===== config.mk =====
export PLATFORM = sky130hd
export DESIGN_NAME = heading_pid_point_controller_top_flat
export DESIGN_NICKNAME = d
export VERILOG_FILES = /design/src/hpid_pkg.sv /design/src/hpid_if.sv /design/src/heading_pid_point_controller_top.sv /design/src/hpid_cordic.sv /design/src/hpid_ctrl.sv /design/src/hpid_dp.sv /design/src/flat_wrapper.sv
export SDC_FILE = /design/constraint.sdc
export NUM_CORES = 2
export LEC_CHECK = 0
export BUFFER_PORTS_ARGS = -buffer_cell sky130_fd_sc_hd__buf_2
export CAP_MARGIN = 10
export CORE_UTILIZATION = 40
export CTS_CLUSTER_DIAMETER = 30
export DETAILED_ROUTE_END_ITERATION = 10
export PLACE_DENSITY = 0.59
export SLEW_MARGIN = 30
export SYNTH_ARGS = -nofsm -noshare
export SYNTH_HDL_FRONTEND = slang
export SYNTH_HIERARCHICAL = 1
export SYNTH_SLANG_ARGS = --single-unit

===== constraint.sdc =====
create_clock -name clk -period 21 [get_ports clk]
set_input_delay 4.2 -clock clk [delete_from_list [all_inputs] [get_ports clk]]
set_output_delay 4.2 -clock clk [all_outputs]
set_load 0.05 [all_outputs]

===== src/hpid_pkg.sv =====
`timescale 1ns / 1ps
package hpid_pkg;

  localparam int CFG_W     = 15;
  localparam int CFG_IDX_W = 3;

  typedef enum logic [CFG_IDX_W-1:0] {
    CFG_POS_TOL,
    CFG_ANG_TOL,
    CFG_ANG_LIM,
    CFG_LIN_SPEED,
    CFG_GAIN_P,
    CFG_GAIN_I,
    CFG_GAIN_D,
    CFG_WIDE_TOL
  } cfg_idx_t;

  localparam logic [CFG_W-1:0] RST_POS_TOL    = 15'd26;
  localparam logic [CFG_W-1:0] RST_ANG_TOL    = 15'd205;
  localparam logic [CFG_W-1:0] RST_ANG_LIM    = 15'd2048;
  localparam logic [CFG_W-1:0] RST_LIN_SPEED  = 15'd819;
  localparam logic [CFG_W-1:0] RST_GAIN_P     = 15'd2048;
  localparam logic [CFG_W-1:0] RST_GAIN_I     = 15'd41;
  localparam logic [CFG_W-1:0] RST_GAIN_D     = 15'd410;
  localparam logic [CFG_W-1:0] RST_WIDE_TOL   = 15'd614;

  localparam int CI_W   = 34;
  localparam int CW     = 38;
  localparam int ZW     = 21;
  localparam int ANG_W  = 17;
  localparam int ERR_W  = 18;
  localparam int SUM_W  = 40;
  localparam int MA_W   = 24;
  localparam int MB_W   = 18;
  localparam int PROD_W = 42;
  localparam int DIST_W = 34;
  localparam int QACC_W = 33;
  localparam int INT_W  = 14;
  localparam int DER_W  = 23;

  localparam int ATAN_SIZE  = 24;
  localparam int ATAN_IDX_W = 5;

  localparam logic signed [ZW-1:0]    PI_Q16         = 21'sd205887;
  localparam logic signed [ERR_W-1:0] PI_Q12         = 18'sd12868;
  localparam logic signed [ERR_W-1:0] TWO_PI_Q12     = 18'sd25736;
  localparam logic signed [16:0]      INTEGRAL_LIMIT = 17'sd4096;
  localparam logic [CW-1:0]           NORM_LIMIT     = 38'd536870912;
  localparam logic [CW-1:0]           NORM_LIMIT4    = 38'd33554432;
  localparam logic signed [MB_W-1:0]  RECIP_10       = 18'sd52429;
  localparam int                      RECIP_SHIFT    = 19;

  localparam logic [ZW-1:0] ATAN_Q16 [ATAN_SIZE] = '{
    21'd51472, 21'd30386, 21'd16055, 21'd8150, 21'd4091, 21'd2047, 21'd1024, 21'd512,
    21'd256, 21'd128, 21'd64, 21'd32, 21'd16, 21'd8, 21'd4, 21'd2,
    21'd1, 21'd0, 21'd0, 21'd0, 21'd0, 21'd0, 21'd0, 21'd0
  };

  typedef enum logic [1:0] {C_IDLE, C_NORM, C_ITER, C_DONE} cordic_state_t;

  typedef enum logic [4:0] {
    CS_IDLE, CS_DX, CS_DY, CS_TOL, CS_WW, CS_XX, CS_YY, CS_ZZ, CS_XY, CS_WZ, CS_XZ,
    CS_WY, CS_YAW_GO, CS_YAW_WAIT, CS_BRG_GO, CS_BRG_WAIT, CS_ERR, CS_DIV, CS_MP,
    CS_MI, CS_MD, CS_DONE
  } ctrl_state_t;

  typedef enum logic [3:0] {
    MUL_NONE, MUL_DX, MUL_DY, MUL_TOL, MUL_WW, MUL_XX, MUL_YY, MUL_ZZ, MUL_XY,
    MUL_WZ, MUL_XZ, MUL_WY, MUL_RECIP, MUL_P, MUL_I, MUL_D
  } mul_sel_t;

  typedef struct packed {
    logic     load;
    mul_sel_t mul;
    logic     cordic_start;
    logic     cordic_brg;
    logic     err_latch;
    logic     finish;
  } dp_cmd_t;

  typedef struct packed {
    logic op;
    logic near;
    logic cordic_done;
  } dp_status_t;

  typedef struct packed {
    logic               op;
    logic [3:0]         robot_index;
    logic signed [15:0] pos_x;
    logic signed [15:0] pos_y;
    logic signed [15:0] quat_x;
    logic signed [15:0] quat_y;
    logic signed [15:0] quat_z;
    logic signed [15:0] quat_w;
    logic signed [15:0] goal_x;
    logic signed [15:0] goal_y;
    logic signed [14:0] goal_angle;
  } tick_t;

  typedef struct packed {
    logic [14:0]        linear_velocity;
    logic signed [15:0] angular_velocity;
    logic               reached;
  } res_t;

endpackage


===== src/hpid_if.sv =====
`timescale 1ns / 1ps
interface hpid_tick_if;
  logic               valid;
  logic               ready;
  logic               op;
  logic [3:0]         robot_index;
  logic signed [15:0] pos_x;
  logic signed [15:0] pos_y;
  logic signed [15:0] quat_x;
  logic signed [15:0] quat_y;
  logic signed [15:0] quat_z;
  logic signed [15:0] quat_w;
  logic signed [15:0] goal_x;
  logic signed [15:0] goal_y;
  logic signed [14:0] goal_angle;
  modport source (output valid, op, robot_index, pos_x, pos_y, quat_x, quat_y, quat_z,
                  quat_w, goal_x, goal_y, goal_angle, input ready);
  modport sink (input valid, op, robot_index, pos_x, pos_y, quat_x, quat_y, quat_z,
                quat_w, goal_x, goal_y, goal_angle, output ready);
endinterface

interface hpid_result_if;
  logic               valid;
  logic               ready;
  logic [14:0]        linear_velocity;
  logic signed [15:0] angular_velocity;
  logic               reached;
  modport source (output valid, linear_velocity, angular_velocity, reached, input ready);
  modport sink (input valid, linear_velocity, angular_velocity, reached, output ready);
endinterface


===== src/heading_pid_point_controller_top.sv =====
`timescale 1ns / 1ps
// One word at a time: op 0 runs the shared CORDIC unit twice (yaw, then bearing) unless the
// target is already reached, op 1 runs it once (yaw); a run whose operands are both zero skips
// its normalising pass and iterations, which otherwise shifts the operands until large enough.
// A new word can be accepted in the cycle after the result is registered.
// Reset (rst, synchronous) loads the register defaults, clears every robot's PID state
// through per-robot valid bits and empties the output register; no clearing pass is needed.
module heading_pid_point_controller_top import hpid_pkg::*; #(
  parameter int ROBOT_COUNT       = 16,
  parameter int CORDIC_ITERATIONS = 16
) (
  input  logic                 clk,
  input  logic                 rst,
  hpid_tick_if.sink            tick,
  hpid_result_if.source        result,
  input  logic                 wr_en,
  input  logic [CFG_IDX_W-1:0] wr_index,
  input  logic [CFG_W-1:0]     wr_data
);

  dp_cmd_t    cmd;
  dp_status_t st;
  tick_t      tick_word;
  res_t       res_word;
  logic       in_ready, out_valid;

  always_comb begin
    tick_word.op          = tick.op;
    tick_word.robot_index = tick.robot_index;
    tick_word.pos_x       = tick.pos_x;
    tick_word.pos_y       = tick.pos_y;
    tick_word.quat_x      = tick.quat_x;
    tick_word.quat_y      = tick.quat_y;
    tick_word.quat_z      = tick.quat_z;
    tick_word.quat_w      = tick.quat_w;
    tick_word.goal_x      = tick.goal_x;
    tick_word.goal_y      = tick.goal_y;
    tick_word.goal_angle  = tick.goal_angle;
    tick.ready              = in_ready;
    result.valid            = out_valid;
    result.linear_velocity  = res_word.linear_velocity;
    result.angular_velocity = res_word.angular_velocity;
    result.reached          = res_word.reached;
  end

  hpid_ctrl u_ctrl (
    .clk       (clk),
    .rst       (rst),
    .in_valid  (tick.valid),
    .in_ready  (in_ready),
    .out_ready (result.ready),
    .out_valid (out_valid),
    .st        (st),
    .cmd       (cmd)
  );

  hpid_dp #(
    .ROBOT_COUNT       (ROBOT_COUNT),
    .CORDIC_ITERATIONS (CORDIC_ITERATIONS)
  ) u_dp (
    .clk       (clk),
    .rst       (rst),
    .cmd       (cmd),
    .st        (st),
    .tick_word (tick_word),
    .res_word  (res_word),
    .wr_en     (wr_en),
    .wr_index  (wr_index),
    .wr_data   (wr_data)
  );

endmodule


===== src/hpid_cordic.sv =====
`timescale 1ns / 1ps
module hpid_cordic import hpid_pkg::*; #(
  parameter int ITERATIONS = 16
) (
  input  logic                    clk,
  input  logic                    rst,
  input  logic                    start,
  input  logic signed [CI_W-1:0]  y_in,
  input  logic signed [CI_W-1:0]  x_in,
  output logic                    done,
  output logic signed [ANG_W-1:0] angle
);

  cordic_state_t cst, cst_next;
  logic signed [CW-1:0] x, y;
  logic signed [ZW-1:0] z;
  logic [ATAN_IDX_W-1:0] i;
  logic [CW-1:0] ax, ay;
  logic small1, small4, zero_in;
  logic [ZW-1:0] z_mag, z_rnd;

  always_comb begin
    ax      = x[CW-1] ? CW'(-x) : CW'(x);
    ay      = y[CW-1] ? CW'(-y) : CW'(y);
    small1  = (ax < NORM_LIMIT) && (ay < NORM_LIMIT);
    small4  = (ax < NORM_LIMIT4) && (ay < NORM_LIMIT4);
    zero_in = (x_in == '0) && (y_in == '0);
    z_mag   = z[ZW-1] ? ZW'(-z) : ZW'(z);
    z_rnd   = (z_mag + ZW'(8)) >> 4;
    angle   = z[ZW-1] ? -$signed(z_rnd[ANG_W-1:0]) : $signed(z_rnd[ANG_W-1:0]);
  end

  always_comb begin
    cst_next = cst;
    unique case (cst)
      C_IDLE: if (start) cst_next = zero_in ? C_DONE : C_NORM;
      C_NORM: if (!small1) cst_next = C_ITER;
      C_ITER: if (i == ATAN_IDX_W'(ITERATIONS - 1)) cst_next = C_DONE;
      C_DONE: cst_next = C_IDLE;
    endcase
  end

  always_comb begin
    done = (cst == C_DONE);
  end

  always_ff @(posedge clk) begin
    if (rst) begin
      cst <= C_IDLE;
    end else begin
      cst <= cst_next;
    end
  end

  always_ff @(posedge clk) begin
    unique case (cst)
      C_IDLE: begin
        i <= '0;
        if (start) begin
          if (x_in[CI_W-1]) begin
            x <= -CW'(x_in);
            y <= -CW'(y_in);
            z <= y_in[CI_W-1] ? -PI_Q16 : PI_Q16;
          end else begin
            x <= CW'(x_in);
            y <= CW'(y_in);
            z <= '0;
          end
        end
      end
      C_NORM: begin
        if (small4) begin
          x <= x <<< 4;
          y <= y <<< 4;
        end else if (small1) begin
          x <= x <<< 1;
          y <= y <<< 1;
        end
      end
      C_ITER: begin
        if (y > 0) begin
          x <= x + (y >>> i);
          y <= y - (x >>> i);
          z <= z + $signed(ATAN_Q16[i]);
        end else begin
          x <= x - (y >>> i);
          y <= y + (x >>> i);
          z <= z - $signed(ATAN_Q16[i]);
        end
        i <= i + 1'b1;
      end
      C_DONE: begin
      end
    endcase
  end

endmodule


===== src/hpid_ctrl.sv =====
`timescale 1ns / 1ps
module hpid_ctrl import hpid_pkg::*; (
  input  logic       clk,
  input  logic       rst,
  input  logic       in_valid,
  output logic       in_ready,
  input  logic       out_ready,
  output logic       out_valid,
  input  dp_status_t st,
  output dp_cmd_t    cmd
);

  ctrl_state_t state, state_next;

  always_comb begin
    state_next = state;
    unique case (state)
      CS_IDLE:     if (in_valid) state_next = CS_DX;
      CS_DX:       state_next = CS_DY;
      CS_DY:       state_next = CS_TOL;
      CS_TOL:      state_next = CS_WW;
      CS_WW:       state_next = CS_XX;
      CS_XX:       state_next = CS_YY;
      CS_YY:       state_next = CS_ZZ;
      CS_ZZ:       state_next = CS_XY;
      CS_XY:       state_next = CS_WZ;
      CS_WZ:       state_next = CS_XZ;
      CS_XZ:       state_next = CS_WY;
      CS_WY:       state_next = (!st.op && st.near) ? CS_DONE : CS_YAW_GO;
      CS_YAW_GO:   state_next = CS_YAW_WAIT;
      CS_YAW_WAIT: if (st.cordic_done) state_next = st.op ? CS_ERR : CS_BRG_GO;
      CS_BRG_GO:   state_next = CS_BRG_WAIT;
      CS_BRG_WAIT: if (st.cordic_done) state_next = CS_ERR;
      CS_ERR:      state_next = st.op ? CS_DONE : CS_DIV;
      CS_DIV:      state_next = CS_MP;
      CS_MP:       state_next = CS_MI;
      CS_MI:       state_next = CS_MD;
      CS_MD:       state_next = CS_DONE;
      CS_DONE:     if (!out_valid || out_ready) state_next = CS_IDLE;
      default:     state_next = CS_IDLE;
    endcase
  end

  always_comb begin
    cmd      = '0;
    cmd.mul  = MUL_NONE;
    in_ready = 1'b0;
    unique case (state)
      CS_IDLE: begin
        in_ready = 1'b1;
        cmd.load = in_valid;
      end
      CS_DX:       cmd.mul = MUL_DX;
      CS_DY:       cmd.mul = MUL_DY;
      CS_TOL:      cmd.mul = MUL_TOL;
      CS_WW:       cmd.mul = MUL_WW;
      CS_XX:       cmd.mul = MUL_XX;
      CS_YY:       cmd.mul = MUL_YY;
      CS_ZZ:       cmd.mul = MUL_ZZ;
      CS_XY:       cmd.mul = MUL_XY;
      CS_WZ:       cmd.mul = MUL_WZ;
      CS_XZ:       cmd.mul = MUL_XZ;
      CS_WY:       cmd.mul = MUL_WY;
      CS_YAW_GO:   cmd.cordic_start = 1'b1;
      CS_YAW_WAIT: begin
      end
      CS_BRG_GO: begin
        cmd.cordic_start = 1'b1;
        cmd.cordic_brg   = 1'b1;
      end
      CS_BRG_WAIT: cmd.cordic_brg = 1'b1;
      CS_ERR:      cmd.err_latch = 1'b1;
      CS_DIV:      cmd.mul = MUL_RECIP;
      CS_MP:       cmd.mul = MUL_P;
      CS_MI:       cmd.mul = MUL_I;
      CS_MD:       cmd.mul = MUL_D;
      CS_DONE:     cmd.finish = !out_valid || out_ready;
      default: begin
      end
    endcase
  end

  always_ff @(posedge clk) begin
    if (rst) begin
      state     <= CS_IDLE;
      out_valid <= 1'b0;
    end else begin
      state <= state_next;
      if (cmd.finish) begin
        out_valid <= 1'b1;
      end else if (out_ready) begin
        out_valid <= 1'b0;
      end
    end
  end

endmodule


===== src/hpid_dp.sv =====
`timescale 1ns / 1ps
module hpid_dp import hpid_pkg::*; #(
  parameter int ROBOT_COUNT       = 16,
  parameter int CORDIC_ITERATIONS = 16
) (
  input  logic                 clk,
  input  logic                 rst,
  input  dp_cmd_t              cmd,
  output dp_status_t           st,
  input  tick_t                tick_word,
  output res_t                 res_word,
  input  logic                 wr_en,
  input  logic [CFG_IDX_W-1:0] wr_index,
  input  logic [CFG_W-1:0]     wr_data
);

  localparam int RW = (ROBOT_COUNT > 1) ? $clog2(ROBOT_COUNT) : 1;

  logic [CFG_W-1:0] pos_tol, ang_tol, ang_lim, lin_speed, gain_p, gain_i, gain_d, wide_tol;

  logic                    op_r;
  logic [RW-1:0]           ridx;
  logic signed [16:0]      dx, dy;
  logic signed [15:0]      qx, qy, qz, qw;
  logic signed [14:0]      goal_a;

  logic [RW-1:0]           rmod [16];

  logic signed [MA_W-1:0]  mul_a;
  logic signed [MB_W-1:0]  mul_b;
  logic signed [PROD_W-1:0] prod;

  logic [DIST_W-1:0]       dist_sq;
  logic                    near;
  logic [QACC_W-1:0]       qlen;
  logic signed [QACC_W-1:0] xq, yq, gq;

  logic                    degenerate;
  logic [CI_W-1:0]         g_mag;
  logic signed [CI_W-1:0]  c_x, c_y;
  logic                    c_done;
  logic signed [ANG_W-1:0] c_angle;
  logic signed [ANG_W-1:0] yaw, brg;

  logic signed [ERR_W-1:0] a_src, diff, wrap1, wrap2, e;
  logic [ERR_W-1:0]        e_mag;
  logic [ERR_W:0]          recip_n;

  logic [31:0]             mem [ROBOT_COUNT];
  logic [31:0]             rd_q;
  logic [ROBOT_COUNT-1:0]  vld;
  logic signed [15:0]      integ_old, prev_old;

  logic signed [15:0]      rq;
  logic signed [18:0]      de;
  logic signed [DER_W-1:0] deriv;
  logic signed [16:0]      isum;
  logic signed [INT_W-1:0] integ, integ_next;
  logic signed [SUM_W-1:0] sum;

  logic [SUM_W-1:0]        sum_mag, r12, r13;
  logic [15:0]             m12;
  logic [16:0]             m13;
  logic                    wide, rot_reached;
  res_t                    res_next;

  for (genvar g = 0; g < 16; g++) begin : g_rmod
    assign rmod[g] = RW'(g % ROBOT_COUNT);
  end

  always_ff @(posedge clk) begin
    if (rst) begin
      pos_tol   <= RST_POS_TOL;
      ang_tol   <= RST_ANG_TOL;
      ang_lim   <= RST_ANG_LIM;
      lin_speed <= RST_LIN_SPEED;
      gain_p    <= RST_GAIN_P;
      gain_i    <= RST_GAIN_I;
      gain_d    <= RST_GAIN_D;
      wide_tol  <= RST_WIDE_TOL;
    end else if (wr_en) begin
      unique case (cfg_idx_t'(wr_index))
        CFG_POS_TOL:   pos_tol   <= wr_data;
        CFG_ANG_TOL:   ang_tol   <= wr_data;
        CFG_ANG_LIM:   ang_lim   <= wr_data;
        CFG_LIN_SPEED: lin_speed <= wr_data;
        CFG_GAIN_P:    gain_p    <= wr_data;
        CFG_GAIN_I:    gain_i    <= wr_data;
        CFG_GAIN_D:    gain_d    <= wr_data;
        CFG_WIDE_TOL:  wide_tol  <= wr_data;
      endcase
    end
  end

  always_ff @(posedge clk) begin
    if (cmd.load) begin
      op_r   <= tick_word.op;
      ridx   <= rmod[tick_word.robot_index];
      dx     <= 17'(tick_word.goal_x) - 17'(tick_word.pos_x);
      dy     <= 17'(tick_word.goal_y) - 17'(tick_word.pos_y);
      qx     <= tick_word.quat_x;
      qy     <= tick_word.quat_y;
      qz     <= tick_word.quat_z;
      qw     <= tick_word.quat_w;
      goal_a <= tick_word.goal_angle;
    end
  end

  always_comb begin
    e_mag   = e[ERR_W-1] ? ERR_W'(-e) : ERR_W'(e);
    recip_n = {1'b0, e_mag} + (ERR_W+1)'(5);
    mul_a   = '0;
    mul_b   = '0;
    unique case (cmd.mul)
      MUL_NONE: begin
      end
      MUL_DX: begin mul_a = MA_W'(dx); mul_b = MB_W'(dx); end
      MUL_DY: begin mul_a = MA_W'(dy); mul_b = MB_W'(dy); end
      MUL_TOL: begin
        mul_a = MA_W'(pos_tol);
        mul_b = MB_W'(pos_tol);
      end
      MUL_WW: begin mul_a = MA_W'(qw); mul_b = MB_W'(qw); end
      MUL_XX: begin mul_a = MA_W'(qx); mul_b = MB_W'(qx); end
      MUL_YY: begin mul_a = MA_W'(qy); mul_b = MB_W'(qy); end
      MUL_ZZ: begin mul_a = MA_W'(qz); mul_b = MB_W'(qz); end
      MUL_XY: begin mul_a = MA_W'(qx); mul_b = MB_W'(qy); end
      MUL_WZ: begin mul_a = MA_W'(qw); mul_b = MB_W'(qz); end
      MUL_XZ: begin mul_a = MA_W'(qx); mul_b = MB_W'(qz); end
      MUL_WY: begin mul_a = MA_W'(qw); mul_b = MB_W'(qy); end
      MUL_RECIP: begin
        mul_a = MA_W'(recip_n);
        mul_b = RECIP_10;
      end
      MUL_P: begin mul_a = MA_W'(e);     mul_b = MB_W'(gain_p); end
      MUL_I: begin mul_a = MA_W'(integ); mul_b = MB_W'(gain_i); end
      MUL_D: begin mul_a = MA_W'(deriv); mul_b = MB_W'(gain_d); end
    endcase
    prod = mul_a * mul_b;
  end

  always_comb begin
    isum = 17'(integ_old) + 17'(rq);
    if (isum > INTEGRAL_LIMIT) begin
      integ_next = INT_W'(INTEGRAL_LIMIT);
    end else if (isum < -INTEGRAL_LIMIT) begin
      integ_next = INT_W'(-INTEGRAL_LIMIT);
    end else begin
      integ_next = INT_W'(isum);
    end
    de = 19'(e) - 19'(prev_old);
  end

  always_ff @(posedge clk) begin
    unique case (cmd.mul)
      MUL_NONE: begin
      end
      MUL_DX:  dist_sq <= DIST_W'(prod);
      MUL_DY:  dist_sq <= dist_sq + DIST_W'(prod);
      MUL_TOL: near <= dist_sq < DIST_W'(prod);
      MUL_WW: begin
        qlen <= QACC_W'(prod);
        xq   <= QACC_W'(prod);
      end
      MUL_XX: begin
        qlen <= qlen + QACC_W'(prod);
        xq   <= xq + QACC_W'(prod);
      end
      MUL_YY: begin
        qlen <= qlen + QACC_W'(prod);
        xq   <= xq - QACC_W'(prod);
      end
      MUL_ZZ: begin
        qlen <= qlen + QACC_W'(prod);
        xq   <= xq - QACC_W'(prod);
      end
      MUL_XY:  yq <= QACC_W'(prod);
      MUL_WZ:  yq <= yq + QACC_W'(prod);
      MUL_XZ:  gq <= QACC_W'(prod);
      MUL_WY:  gq <= gq - QACC_W'(prod);
      MUL_RECIP: begin
        rq    <= e[ERR_W-1] ? -$signed(prod[RECIP_SHIFT +: 16])
                            : $signed(prod[RECIP_SHIFT +: 16]);
        deriv <= (DER_W'(de) <<< 3) + (DER_W'(de) <<< 1);
      end
      MUL_P: begin
        integ <= integ_next;
        sum   <= SUM_W'(prod);
      end
      MUL_I:   sum <= sum + SUM_W'(prod);
      MUL_D:   sum <= sum + SUM_W'(prod);
    endcase
  end

  always_comb begin
    g_mag      = gq[QACC_W-1] ? {CI_W'(-gq)} << 1 : {CI_W'(gq)} << 1;
    degenerate = (qlen == '0) || (g_mag >= CI_W'(qlen));
    if (cmd.cordic_brg) begin
      c_y = CI_W'(dy);
      c_x = CI_W'(dx);
    end else if (degenerate) begin
      c_y = '0;
      c_x = '0;
    end else begin
      c_y = CI_W'(yq) <<< 1;
      c_x = CI_W'(xq);
    end
  end

  hpid_cordic #(.ITERATIONS(CORDIC_ITERATIONS)) u_cordic (
    .clk   (clk),
    .rst   (rst),
    .start (cmd.cordic_start),
    .y_in  (c_y),
    .x_in  (c_x),
    .done  (c_done),
    .angle (c_angle)
  );

  always_ff @(posedge clk) begin
    if (c_done) begin
      if (cmd.cordic_brg) begin
        brg <= c_angle;
      end else begin
        yaw <= c_angle;
      end
    end
  end

  always_comb begin
    a_src = op_r ? ERR_W'(goal_a) : ERR_W'(brg);
    diff  = a_src - ERR_W'(yaw);
    wrap1 = (diff > PI_Q12) ? diff - TWO_PI_Q12 : diff;
    wrap2 = (wrap1 < -PI_Q12) ? wrap1 + TWO_PI_Q12 : wrap1;
  end

  always_ff @(posedge clk) begin
    if (cmd.err_latch) begin
      e <= wrap2;
    end
  end

  always_ff @(posedge clk) begin
    rd_q <= mem[ridx];
    if (cmd.finish && !op_r) begin
      mem[ridx] <= near ? 32'd0 : {16'(integ), 16'(e)};
    end
  end

  always_ff @(posedge clk) begin
    if (rst) begin
      vld <= '0;
    end else if (cmd.finish && !op_r) begin
      vld[ridx] <= 1'b1;
    end
  end

  always_comb begin
    integ_old = vld[ridx] ? $signed(rd_q[31:16]) : 16'sd0;
    prev_old  = vld[ridx] ? $signed(rd_q[15:0]) : 16'sd0;
  end

  always_comb begin
    sum_mag     = sum[SUM_W-1] ? SUM_W'(-sum) : SUM_W'(sum);
    r12         = (sum_mag + SUM_W'(2048)) >> 12;
    r13         = (sum_mag + SUM_W'(4096)) >> 13;
    m12         = (r12 > SUM_W'(ang_lim)) ? 16'(ang_lim) : r12[15:0];
    if (sum[SUM_W-1]) begin
      m13 = (r13 > SUM_W'(32768)) ? 17'd32768 : r13[16:0];
    end else begin
      m13 = (r13 > SUM_W'(32767)) ? 17'd32767 : r13[16:0];
    end
    wide        = e_mag > ERR_W'(wide_tol);
    rot_reached = e_mag < ERR_W'(ang_tol);
    res_next    = '0;
    if (op_r) begin
      res_next.reached = rot_reached;
      if (!rot_reached) begin
        res_next.angular_velocity = (e > 0) ? $signed(16'(ang_lim)) : -$signed(16'(ang_lim));
      end
    end else if (near) begin
      res_next.reached = 1'b1;
    end else if (wide) begin
      res_next.angular_velocity = sum[SUM_W-1] ? -$signed(m12) : $signed(m12);
    end else begin
      res_next.linear_velocity  = lin_speed;
      res_next.angular_velocity = sum[SUM_W-1] ? 16'(-m13) : 16'(m13);
    end
  end

  always_ff @(posedge clk) begin
    if (cmd.finish) begin
      res_word <= res_next;
    end
  end

  always_comb begin
    st.op          = op_r;
    st.near        = near;
    st.cordic_done = c_done;
  end

endmodule


===== src/flat_wrapper.sv =====
// flat-port wrapper written by rule: the top's interface ports become plain ports
module heading_pid_point_controller_top_flat import hpid_pkg::*;
#(
  parameter int ROBOT_COUNT       = 16,
  parameter int CORDIC_ITERATIONS = 16
)
  (clk, rst, wr_en, wr_index, wr_data, tick_valid, tick_op, tick_robot_index, tick_pos_x, tick_pos_y, tick_quat_x, tick_quat_y, tick_quat_z, tick_quat_w, tick_goal_x, tick_goal_y, tick_goal_angle, tick_ready, result_valid, result_linear_velocity, result_angular_velocity, result_reached, result_ready);
  hpid_tick_if tick_i ();
  hpid_result_if result_i ();
  input  logic clk;
  input  logic rst;
  input  logic wr_en;
  input  logic [CFG_IDX_W-1:0] wr_index;
  input  logic [CFG_W-1:0] wr_data;
  input wire logic [$bits(tick_i.valid)-1:0] tick_valid;
  input wire logic [$bits(tick_i.op)-1:0] tick_op;
  input wire logic [$bits(tick_i.robot_index)-1:0] tick_robot_index;
  input wire logic [$bits(tick_i.pos_x)-1:0] tick_pos_x;
  input wire logic [$bits(tick_i.pos_y)-1:0] tick_pos_y;
  input wire logic [$bits(tick_i.quat_x)-1:0] tick_quat_x;
  input wire logic [$bits(tick_i.quat_y)-1:0] tick_quat_y;
  input wire logic [$bits(tick_i.quat_z)-1:0] tick_quat_z;
  input wire logic [$bits(tick_i.quat_w)-1:0] tick_quat_w;
  input wire logic [$bits(tick_i.goal_x)-1:0] tick_goal_x;
  input wire logic [$bits(tick_i.goal_y)-1:0] tick_goal_y;
  input wire logic [$bits(tick_i.goal_angle)-1:0] tick_goal_angle;
  output wire logic [$bits(tick_i.ready)-1:0] tick_ready;
  output wire logic [$bits(result_i.valid)-1:0] result_valid;
  output wire logic [$bits(result_i.linear_velocity)-1:0] result_linear_velocity;
  output wire logic [$bits(result_i.angular_velocity)-1:0] result_angular_velocity;
  output wire logic [$bits(result_i.reached)-1:0] result_reached;
  input wire logic [$bits(result_i.ready)-1:0] result_ready;
  assign tick_i.valid = tick_valid;
  assign tick_i.op = tick_op;
  assign tick_i.robot_index = tick_robot_index;
  assign tick_i.pos_x = tick_pos_x;
  assign tick_i.pos_y = tick_pos_y;
  assign tick_i.quat_x = tick_quat_x;
  assign tick_i.quat_y = tick_quat_y;
  assign tick_i.quat_z = tick_quat_z;
  assign tick_i.quat_w = tick_quat_w;
  assign tick_i.goal_x = tick_goal_x;
  assign tick_i.goal_y = tick_goal_y;
  assign tick_i.goal_angle = tick_goal_angle;
  assign tick_ready = tick_i.ready;
  assign result_valid = result_i.valid;
  assign result_linear_velocity = result_i.linear_velocity;
  assign result_angular_velocity = result_i.angular_velocity;
  assign result_reached = result_i.reached;
  assign result_i.ready = result_ready;
  heading_pid_point_controller_top #(.ROBOT_COUNT(ROBOT_COUNT), .CORDIC_ITERATIONS(CORDIC_ITERATIONS)) u_core (.clk(clk), .rst(rst), .tick(tick_i), .result(result_i), .wr_en(wr_en), .wr_index(wr_index), .wr_data(wr_data));
endmodule

# [Word-level counts from Yosys, hierarchy flattened]
# Memories as Yosys holds them, arrays and structs flattened. A register that Yosys moved wholly into a read port is not among the register bits.
# Cells that the tools add are included.
[classes] eq_ne=55 mux=87 add_sub_neg=39 n_mul=1 shifts=2 bitwise=4 magnitude_cmp=20 reduce_logical=50
[op_table] operator="38-bit 2-to-1 mux" count=12
[op_table] operator="24-bit one-hot mux with 11 select lines" count=1
[op_table] operator="38-bit one-hot mux with 3 select lines" count=2
[op_table] operator="16-bit 2-to-1 mux" count=13
[op_table] operator="18-bit one-hot mux with 11 select lines" count=1
[op_table] operator="33-bit one-hot mux with 2 select lines" count=3
[op_table] operator="34-bit 2-to-1 mux" count=5
[op_table] operator="21-bit 2-to-1 mux" count=7
[op_table] operator="5-bit one-hot mux with 22 select lines" count=1
[op_table] operator="33-bit adder" count=3
[op_table] operator="33-bit one-hot mux with 3 select lines" count=1
[op_table] operator="40-bit one-hot mux with 2 select lines" count=1
[op_table] operator="38-bit adder" count=2
[op_table] operator="38-bit by 26-bit < comparator with 1-bit output (second input constant)" count=2
[op_table] operator="38-bit by 30-bit < comparator with 1-bit output (second input constant)" count=2
[op_table] operator="34-bit negator with 38-bit output" count=2
[op_table] operator="38-bit negator" count=2
[op_table] operator="38-bit by 5-bit >>> shifter with 38-bit output" count=2
[op_table] operator="38-bit subtractor" count=2
[op_table] operator="18-bit 2-to-1 mux" count=4
[op_table] operator="34-bit logical NOT" count=2
[op_table] operator="34-bit one-hot mux with 2 select lines" count=1
[op_table] operator="33-bit subtractor" count=2
[op_table] operator="4-bit one-hot mux with 15 select lines" count=1
[op_table] operator="88 further kinds" count=184
[totals] reg_bits=704 n_memories=3 out_inout_bits=34 mem_bits_ro=736 ram_bits=512 elab_cells=302 inputBits=171
[memory_table] name="(no name shown)" depth=32 width=21 read_ports=1 rd_ports_with_merged_regs=0 wr=0 line_no="hpid_cordic.sv:84" rtl="z <= z + $signed(ATAN_Q16[i]);"
[memory_table] name="u_core.u_dp.mem" depth=16 width=32 read_ports=1 rd_ports_with_merged_regs=1 wr=1 line_no="hpid_dp.sv:49" rtl="logic [31:0] mem [ROBOT_COUNT];"
[memory_table] name="(no name shown)" depth=16 width=4 read_ports=1 rd_ports_with_merged_regs=1 wr=0 line_no="hpid_dp.sv:98" rtl="ridx <= rmod[tick_word.robot_index];"

# [Longest topological paths before layout]
[logic_depth] word_depth=11 ltp_mapped=52 ltp_nobuf=48

# [By module]
# The synthesis kept the hierarchy.
[by_module_without_submodules] module="hpid_dp" instances=1 seq_area_each_um2=31580.3 area_each_um2=80558.5 cells_each=7847
[by_module_without_submodules] module="hpid_cordic" instances=1 seq_area_each_um2=3103.0 area_each_um2=21576.9 cells_each=2667
[by_module_without_submodules] module="hpid_ctrl" instances=1 seq_area_each_um2=120.1 area_each_um2=570.5 cells_each=85

# [Least setup slack after synthesis]
# No wires, ideal clock.
[synth_path] kind="reg-to-reg" from="reg u_core.u_ctrl.state[2]" to="reg u_core.u_dp.sum[39] (data pin)" period_less_slack_ns=12.171 path_slack_ns=8.829 path_buffers=5 setup_time_ns=0.258 required_ns=20.742 t_arrival_ns=11.914 path_stages_with_launch=48 path_cell_list="dfxtp_1 clkbuf_1 clkbuf_1 a21oi_1 o21ai_0 o21ai_0 clkbuf_1 nor2_1 nand3_1 inv_1 clkbuf_1 buf_1 a211oi_1 nor2_1 fa_1 inv_1 fa_1 inv_1 [12 not listed] a21oi_1 nor3_1 nor3_1 ha_1 a21o_1 a21o_1 a21o_1 a21oi_1 a211oi_1 nor3_1 o21ai_0 a41o_1 o41a_1 a221oi_1 a21oi_1 xnor2_1 nand2_1 xnor2_1"
[synth_lines] element="from (decl)" line_no="hpid_ctrl.sv:13" rtl="ctrl_state_t state, state_next;"
[synth_lines] element="from (signal assigned)" line_no="hpid_ctrl.sv:88" rtl="state <= state_next;"
[synth_lines] element="to (signal assigned)" line_no="hpid_dp.sv:188" rtl="sum <= SUM_W'(prod);"
[synth_lines] element="to (signal assigned)" line_no="hpid_dp.sv:190" rtl="MUL_I: sum <= sum + SUM_W'(prod);"
[synth_lines] element="to (signal assigned)" line_no="hpid_dp.sv:191" rtl="MUL_D: sum <= sum + SUM_W'(prod);"
[synth_lines] element="to (decl)" line_no="hpid_dp.sv:59" rtl="logic signed [SUM_W-1:0] sum;"

# [Worst setup path after layout]
[layout_path] from="reg u_core.u_dp.e[0]" to="reg u_core.u_dp.sum[39] (data pin)"
[layout_between] elab_chain_cells=7
[layout_lines] element="from (decl)" line_no="hpid_dp.sv:45" rtl="logic signed [ERR_W-1:0] a_src, diff, wrap1, wrap2, e;"
[layout_lines] element="from (signal assigned)" line_no="hpid_dp.sv:239" rtl="e <= wrap2;"
[layout_lines] element="18-bit negator" line_no="hpid_dp.sv:110" rtl="e_mag = e[ERR_W-1] ? ERR_W'(-e) : ERR_W'(e);"
[layout_lines] element="18-bit 2-to-1 mux" line_no="hpid_dp.sv:110"
[layout_lines] element="18-bit by 3-bit adder with 19-bit output" line_no="hpid_dp.sv:111" rtl="recip_n = {1'b0, e_mag} + (ERR_W+1)'(5);"
[layout_lines] element="24-bit one-hot mux with 11 select lines (*)" line_no="hpid_dp.sv:114" rtl="unique case (cmd.mul)"
[layout_lines] element="24-bit by 18-bit multiplier with 40-bit output (*)" line_no="hpid_dp.sv:139" rtl="prod = mul_a * mul_b;"
[layout_lines] element="40-bit adder" line_no="hpid_dp.sv:190, hpid_dp.sv:191"
[layout_lines] element="40-bit one-hot mux with 2 select lines (*)" line_no="hpid_dp.sv:155" rtl="unique case (cmd.mul)"
# Mark *: on every way between the ends. The rest lies on a longest branch, timed or not.
# A chain may end at the register's enable or synchronous reset.

==> impl_metrics.toml <==
[drt]
drtIter0Drc = 9067
routed_wl_um = 371000
dr_wl_met3_um = 28600
wl_met1_um = 151000
wl_per_cell_um = 25.8
vias_per_cell = 6.00
wl_met2_um = 170000
drc_errors = 0
drt_pass1_iterations = 8
antenna_left = 0
top_layer = "met5"
vias = 86200

[synth]
netlist_area_um2 = 103000
synth_ff_type = "edfxtp_1"
synth_top_area_cell = "edfxtp_1"
synth_top_cell_area_share_pct = 30.5
synth_most_common_cell = "nand2_1"
ys_seq_area_share_pct = 33.9
synth.avg_cell_area_um2 = 9.69
ys_types = 118
ys_top_cells_by_count = "1199 x nand2_1, 1043 x edfxtp_1, 870 x inv_1"
synth.ff_latch_count = 1217
synth_area_leaders = "edfxtp_1 30%, fa_1 8.1%, ha_1 7.8%, mux4_2 4.8%, nand2_1 4.4%"
yosys_warnings = 6
synth-edff-count = 1043
syn-num-nets = 11800
async_flop_share_pct = 0
synth_cells = 10600

[worst_setup_path]
cp_slowest_stage_delay_ns = 0.79
crit_top_cell = "inv_1"
worstSetupPathType = "reg2reg"
crit_path_end_kind = "flip-flop"
critPathRequiredTime_ns = 21.66
crit_path_max_fanout = 11
critPathArrivalTime_ns = 14.60
worst_setup_path_start_kind = "flip-flop"
critical_path.slowest_cell = "edfxtp_1"

[clock_tree]
cts.sinks = 1217
cts_buffers = 302
cts_hold_buf = 0
cts_tree = "built"
cts_root_buf = "clkbuf_16"
post_cts_buffers = 0
clockBufferDepth = 4
clk_pin_slew_ns = 0.05
ctsResizeCount = 0
cts_max_level = 5
worstSkewPairLatency_ns = 0.98

[global_route]
grt_pass1_wl_um = 547000
grt-ovfl-total = 0
antenna_found_initial = 25
grt_usage_pct = 28.2
grt_pass1_vias = 84400
grt_max_degree = 138

[sta]
drv_slew = 0
worst_slew_pin_slew_ns = 1.09
relSlewSlack_pct = 26.7
timing.final.crit_share_pct = 66.4
setup-tns-final_ns = 0
holdWs_ns = 0.451
fmax_mhz = 71.7
rsz0062_at_grt = "false"
setup_viol = 0
finClkSkew_ns = 0.120
finalHoldViolations = 0
period_needed_ns = 13.95

[floorplanning]
io_pins = 205
die_height_um = 509
start_util_pct = 40.3
core_area_um2 = 255000
rows = 185
die_area_um2 = 259000
die_x_um = 509

[placed_design]
dp_hpwl_um = 277000
gp_congestion = 0.969
io_buffers = 204

[finish]
drive_gt1_share_pct = 13.3
synthToLayoutAreaGrowth_pct = 14.7
final_net_count = 12000

[run]
maxCapViolations = 0

[hold_path]
hp-class = "reg2reg"

[outcome]
status = "completed"
==> cells by family after synthesis <==
logic type | count (synthesis) | synth area share, %
adder cells (fa/ha/maj) | 1060 | 16.0
AND/OR/NAND/NOR | 3194 | 14.7
flip-flops | 1217 | 33.9
buffers and inverters | 1407 | 5.41
multiplexers | 492 | 7.66
AO/OA/AOI/OAI | 2492 | 16.1
XOR/XNOR | 737 | 6.29
==> layout make-up <==
type	count	area [um2]
timing repair buffer	403	2570
clock inverter	192	2100
inverter	882	3310
antenna	6	15.0
fill	23700	137000
clock buffer	339	7940
multi-input combinational	7975	62900
tap	3366	4210
sequential	1217	34800
==> critical path, delay by kind of cell (launching register included) <==
kind                       cells  cell delay [ns]
adders and majority gates      9             3.77
DFF                            1             0.79
xor gates and xnor gates       5             1.51
buffers and inverters          8             1.25
AOI/OAI and AO/OA             15             4.13
and+or+nand+nor                9             2.17
==> placed cells by master (no fill, tap or decap), types with 89 or more instances in the layout <==
master,instances
a21o_1,189
a21oi_1,584
a22oi_1,89
a31oi_1,89
and2_1,117
buf_2,207
buf_4,189
clkbuf_16,310
dfxtp_1,174
edfxtp_1,1043
fa_1,418
ha_1,640
inv_1,867
mux2_2,120
mux2i_1,145
mux4_2,219
nand2_1,1199
nand2b_1,104
nand3_1,177
nor2_1,722
nor2b_1,114
nor3_1,170
o21a_1,89
o21ai_0,541
o31ai_1,108
or3_1,93
xnor2_1,473
xor2_1,253
==> metal layers <==
layer  vias up  track usage (%)
met2      3958             45.2
li1      38800                -
met3       767             4.07
met1     42700             36.9
met5         -                0
met4        10             15.2
==> registers in the layout (all words and copies together) (netlist names), 18 cells and up <==
name,cells
u_core/u_dp/res_word,32
u_core/u_dp/qlen,33
u_core/u_dp/rd_q,30
u_core/u_dp/xq,33
u_core/u_dp/u_cordic/x,38
u_core/u_dp/e,18
u_core/u_dp/sum,40
u_core/u_dp/gq,33
u_core/u_dp/u_cordic/z,21
u_core/u_dp/u_cordic/y,38
u_core/u_dp/yq,33
u_core/u_dp/deriv,22
u_core/u_dp/dist_sq,34
u_core/u_dp/mem,480
==> per-stage QoR <==
| step | std cells | utilization, % | area, um2 | worst slack [ns] |
|---|---|---|---|---|
| finish | 14400 | 46.3 | 118000 | 7.05 |
| global route | 14400 | 46.3 | 118000 | 6.35 |
| detailed placement | 13800 | 42.3 | 108000 | 6.93 |
| CTS | 14400 | 46.2 | 118000 | 6.91 |
| global placement | 13800 | 42.2 | 108000 | 6.54 |
| floorplan | 10600 | - | 103000 | 8.83 |
==> final timing paths <==
path / startpoint / endpoint / slack, ns / cells after the start
min reg2reg: u_core/u_dp/lin_speed[12] / u_core/u_dp/lin_speed[12] / 0.45 / 2
min: u_core/u_dp/lin_speed[12] / u_core/u_dp/lin_speed[12] / 0.45 / 2
max reg2reg: u_core/u_dp/e[0] / u_core/u_dp/sum[39] / 7.05 / 46
max: u_core/u_dp/e[0] / u_core/u_dp/sum[39] / 7.05 / 46
Power is not shown: default switching activity piles up to over one toggle a cycle in this logic, so the estimate is an artifact.
